### config.mk
export PLATFORM = sky130hd
export DESIGN_NAME = ssr_ctrl
export DESIGN_NICKNAME = d
export VERILOG_FILES = /design/src/rtl/ssr_pkg.sv /design/src/rtl/ssr_ctrl.sv
export SDC_FILE = /design/constraint.sdc
export NUM_CORES = 1
export LEC_CHECK = 0
export ABC_AREA = 1
export ABC_CLOCK_PERIOD_IN_PS = 2100
export BUFFER_PORTS_ARGS = -buffer_cell sky130_fd_sc_hd__buf_2
export CAP_MARGIN = 20
export CELL_PAD_IN_SITES_DETAIL_PLACEMENT = 0
export CELL_PAD_IN_SITES_GLOBAL_PLACEMENT = 1
export CORE_UTILIZATION = 26
export CTS_CLUSTER_SIZE = 30
export DETAILED_ROUTE_END_ITERATION = 10
export PLACE_DENSITY = 0.75
export SYNTH_ARGS = -nofsm -noshare
export SYNTH_HDL_FRONTEND = slang
export SYNTH_SLANG_ARGS = --single-unit
### constraint.sdc
create_clock -name clk -period 2.1 [get_ports clk]
set_input_delay 0.105 -clock clk [delete_from_list [all_inputs] [get_ports clk]]
set_output_delay 0.105 -clock clk [all_outputs]
set_load 0.03 [all_outputs]
### src/rtl/ssr_pkg.sv
`timescale 1ns / 1ps
// ----------------------------------------------------------------------------
// ssr_pkg
// shared widths, constants and controller/datapath interface types
// ----------------------------------------------------------------------------
package ssr_pkg;

  localparam int CHANNELS_DEF     = 64;
  localparam int MAX_POINTS_DEF   = 256;
  localparam int SAMPLE_DEPTH_DEF = 4096;

  localparam int STEP_BASE = 13696;
  localparam int STEP_NUM  = STEP_BASE << 4;   // 219136

  localparam int POS_W  = 20;   // stored position, 1/32 sample units
  localparam int PX_W   = 21;   // working position width
  localparam int DIV_W  = 18;   // divider operand width
  localparam int WID_W  = 9;    // point count width
  localparam int WORD_W = 16;   // sample store word

  typedef struct packed {
    logic load_wr;
    logic req_latch;
    logic pos_load;
    logic div_step;
    logic step_load;
    logic div_trans;
    logic limit_zero;
    logic limit_load;
    logic issue;
    logic flush;
  } ssr_cmd_t;

  typedef struct packed {
    logic zero_w;
    logic err;
    logic div_done;
    logic num_pos;
    logic grp_end;
    logic req_end;
    logic out_free;
  } ssr_stat_t;

endpackage

### src/rtl/ssr_ctrl.sv
`timescale 1ns / 1ps
// ----------------------------------------------------------------------------
// ssr_ctrl
// request sequencer: load writes; renders: position fetch, up to two divisions, point loop, group output
// ----------------------------------------------------------------------------
module ssr_ctrl import ssr_pkg::*; (
  input  logic      clk,
  input  logic      rst_n,
  input  logic      in_valid,
  input  logic      in_mode,
  output logic      in_ready,
  input  ssr_stat_t stat,
  output ssr_cmd_t  cmd
);

  typedef enum logic [2:0] {
    ST_IDLE,
    ST_POS,
    ST_DIV1,
    ST_NUM,
    ST_DIV2,
    ST_RUN,
    ST_FLUSH
  } state_t;

  state_t state_r, state_nxt;

  always_comb begin
    state_nxt = state_r;
    cmd       = '0;
    in_ready  = 1'b0;
    case (state_r)
      ST_IDLE: begin
        in_ready = 1'b1;
        if (in_valid) begin
          if (!in_mode) begin
            cmd.load_wr = 1'b1;
          end else if (!stat.zero_w) begin
            cmd.req_latch = 1'b1;
            state_nxt     = ST_POS;
          end
        end
      end
      ST_POS: begin
        cmd.pos_load = 1'b1;
        if (stat.err) begin
          state_nxt = ST_RUN;
        end else begin
          cmd.div_step = 1'b1;
          state_nxt    = ST_DIV1;
        end
      end
      ST_DIV1: begin
        if (stat.div_done) begin
          cmd.step_load = 1'b1;
          state_nxt     = ST_NUM;
        end
      end
      ST_NUM: begin
        if (stat.num_pos) begin
          cmd.div_trans = 1'b1;
          state_nxt     = ST_DIV2;
        end else begin
          cmd.limit_zero = 1'b1;
          state_nxt      = ST_RUN;
        end
      end
      ST_DIV2: begin
        if (stat.div_done) begin
          cmd.limit_load = 1'b1;
          state_nxt      = ST_RUN;
        end
      end
      ST_RUN: begin
        cmd.issue = 1'b1;
        if (stat.grp_end) begin
          state_nxt = ST_FLUSH;
        end
      end
      ST_FLUSH: begin
        if (stat.out_free) begin
          cmd.flush = 1'b1;
          state_nxt = stat.req_end ? ST_IDLE : ST_RUN;
        end
      end
      default: begin
        state_nxt = ST_IDLE;
      end
    endcase
  end

  always_ff @(posedge clk) begin
    if (!rst_n) begin
      state_r <= ST_IDLE;
    end else begin
      state_r <= state_nxt;
    end
  end

endmodule

# Yosys cells after proc, flatten, opt, wreduce, memory -nomap -nowiden
# Cells that the tools add are included.
# word_totals
ff_bits,3
out_inout_bits,11
input_bits,11
word_cells,44
# classes
eq_ne,13
muxes,28
reduce_logical,2
# op_table
operator,n
$mux W3,9
$pmux W3 S7,1
$mux W1,14
$ne A2 B2 Y1 const B,7
$eq A3 B3 Y1 const B,3
$mux W2,4
$reduce_and A7 Y1,1
$eq A3 B2 Y1 const B,2
$eq A3 B1 Y1 const B,1
$logic_not A3 Y1,1

# Depth between registers and ports, before layout
# logic_depth
depth_word,4
depth_mapped,9

# Worst setup path after synthesis
# OpenSTA, ideal clock, no wires.
# synth_path
path_type,reg2out
start,register state_r[1]
end,output port cmd[9] in the netlist's numbering
path_stages_with_launch,7
slack_ns,0.289
t_arrival_ns,1.706
path_cell_list,dfxtp_1 > buf_4 > inv_2 > nand2_1 > nor2_2 > inv_1 > nor3b_1
# synth_rtl
element,line,source
start: declaration,ssr_ctrl.sv:26,"state_t state_r, state_nxt;"
start signal: assignment,ssr_ctrl.sv:96,state_r <= state_nxt;
end: declaration,ssr_ctrl.sv:13,output ssr_cmd_t cmd

==> impl_metrics.toml <==
[critical_path]
cp_top_family = "buffers and inverters"
end_kind = "output port"
critical_path.startpoint_type = "register"
critPathKind = "reg2out"
critPathArrivalTime_ns = 1.40
cp_data_required_time_ns = 2.00
path_buf_inv = 3
reg2reg_to = "state_r[2]"
path_cells = "inv_2 -> nand2_1 -> nor2_2 -> inv_1 -> nor3b_1 -> buf_2"
ff2ff_path_depth = 8
reg2reg_from = "state_r[2]"
crit_fanout = 10
cp_slowest_stage_delay_ns = 0.42
r2r_setup_slack_ns = 0.71
cpMaxStageDelayCell = "dfxtp_1"

[yosys]
yosysSeqAreaShare_pct = 16.8
synth-seq-cells = 3
synth_cell_types = 17
netlist_area_um2 = 358
syn-num-nets = 76
synthCells = 65
ys_warn_count = 0
syn_area_per_cell_um2 = 5.51

[sta]
finalCritPeriodShare_pct = 71.5
rsz0062_at_grt = "no"
hold_viol_final = 0
setup_viol = 0
tightest_slew_ns = 0.392
finalSetupTns_ns = 0
worst_slack_ns = 0.599
finalMaxSlewViolations = 0
min_period_ns = 1.50
maxSlewHeadroom_pct = 73.9
fmax_mhz = 666
fin_skew_ns = 0.00389

[layout]
register_area_um2 = 60.1
instances_no_fill = 103
largest-register = "state_r"
multi_input_area_um2 = 238
final_cell_mix = "21 x buf_2, 16 x nor2_1, 11 x nand2_1"
largest_reg_flops = 3
reg_top3 = "state_r x3"
n_fill_cell = 150
layout_commonest_cell = "buf_2"
nets = 100
area_growth_pct = 36.7
diodes = 0
layout-drive-gt1-share_pct = 38.6
finish.utilization_pct = 38.1

[route]
ant_nets = 0
viasPerCell = 4.62
wl_per_cell_um = 9.32
drtIter0Drc = 10
drt_first_pass_iters = 4
drc = 0
vias = 476
drt_wl_total_um = 960

[placement]
place_ws_ns = 0.747
dp.cells = 99
port-buffer-count = 21
gp_congestion = 0.836
dp_hpwl_um = 776

[power]
vdd_drop_max_mv = 0.489
p_clk_share_pct = 14.4
p_seq_share_pct = 19.4
pwr-share-comb_pct = 66.2
switching_share_pct = 57.1
leakagePower_nw = 0.300
p_sw_mw = 0.400
power.density_nw_per_um2 = 1430
p_int_mw = 0.300

[floorplan]
die-height_um = 39.1
initial_core_util_pct = 27.8
num_rows = 13
die_w_um = 39.1
io_pins = 22
coreArea_um2 = 1280
die_area_um2 = 1530

[hold_path]
min_to = "state_r[0]"
hold_path_class = "in2reg"
worstHoldStart = "rst_n"
holdPathStages = 3

[global_route]
first_global_vias = 379
antenna_found_initial = 0
grt_use_total_pct = 14.0
grt_pass1_wl_um = 1480
grt.overflow.total = 0
grt_max_degree = 11

[job]
max_cap_violations = 0

[clock_tree]
root_buffer = "clkbuf_4"
post-cts-setup-buffer-count = 0
cts_sinks = 3
htreeDepth = 1
cts-buffers-inserted = 3
clkTransAtPathRegs_ns = 0.04
cts_resized = 0
cts_tree = "yes"
holdBufCountCts = 0
clk_latency_ns = 0.23
clockBufferDepth = 2

[outcome]
outcome = "finished, final reports clean"
==> cell families (layout without fill, tap and decap cells) <==
logic type,Yosys count,count (layout),share of synthesized area [%]
AOI/OAI and AO/OA,4,4,5.59
buffers and inverters,13,36,16.8
DFF,3,3,16.8
and+or+nand+nor,45,45,60.8
==> metrics by stage <==
| stage | total power [mW] | hold WS [ns] | cell area, um^2 |
|---|---|---|---|
| 2_1_floorplan | 0.512 | 0.237 | 358 |
| 3_3_place_gp | 0.601 | 0.355 | 463 |
| 3_5_place_dp | 0.599 | 0.366 | 463 |
| 4_1_cts | 0.702 | 0.133 | 489 |
| 5_1_grt | 0.770 | 0.150 | 489 |
| 6_report | 0.701 | 0.137 | 489 |
==> worst min-delay path: cells and delay by family <==
kind	cells	cell delay (ns)
buf+inv	2	0.17
compound gates	1	0.04
==> cell usage after synthesis, drive strengths merged <==
| cell type | n | share of area [%] |
|---|---|---|
| o21ai | 1 | 1.4 |
| nand2 | 13 | 15 |
| nor2 | 18 | 20 |
| nor3b | 1 | 2.1 |
| a21oi | 3 | 4.2 |
| nand3 | 8 | 14 |
| nor3 | 1 | 1.4 |
| nand4 | 1 | 1.7 |
| inv | 11 | 12 |
| dfxtp | 3 | 17 |
| buf | 2 | 5.2 |
| nand3b | 3 | 6.3 |
==> layout make-up <==
type,instances,share of cell area [%]
Inverter,11,8.44
Tap cell,15,3.84
Sequential cell,3,12.3
Multi-Input combinational cell,49,48.6
Timing Repair Buffer,21,21.5
Clock buffer,4,5.37
==> worst max path at each step <==
stage	startpoint	to	slack, ns	depth (start not counted)
CTS	state_r[2]	cmd[9]	0.58	6
global route	state_r[2]	cmd[9]	0.48	6
finish	state_r[2]	cmd[9]	0.60	6
detailed placement	state_r[2]	state_r[2]	0.75	8
global placement	state_r[2]	state_r[2]	0.74	8
floorplan	state_r[1]	cmd[9]	0.29	6
==> layer usage <==
| metal | share of wire (%) | routed length, um | global-route usage [%] | vias to the layer above |
|---|---|---|---|---|
| met1 | 43 | 413 | 17.7 | 202 |
| met4 | 0 | 0 | 2.59 | 0 |
| met2 | 49 | 468 | 23.8 | 25 |
| met3 | 8.1 | 78 | 3.47 | 0 |
| met5 | 0 | 0 | 0 | - |
| li1 | - | - | - | 249 |
==> power by group through the flow <==
| stage | clock network (mW) | logic (mW) | registers, mW |
|---|---|---|---|
| 3_5_place_dp | 0 | 0.462 | 0.137 |
| 3_3_place_gp | 0 | 0.467 | 0.134 |
| 5_1_grt | 0.108 | 0.520 | 0.142 |
| 6_report | 0.101 | 0.464 | 0.136 |
| 4_1_cts | 0.102 | 0.464 | 0.136 |
| 2_1_floorplan | 0 | 0.412 | 0.0993 |
Note: power is estimated with default switching activity, not from simulation.
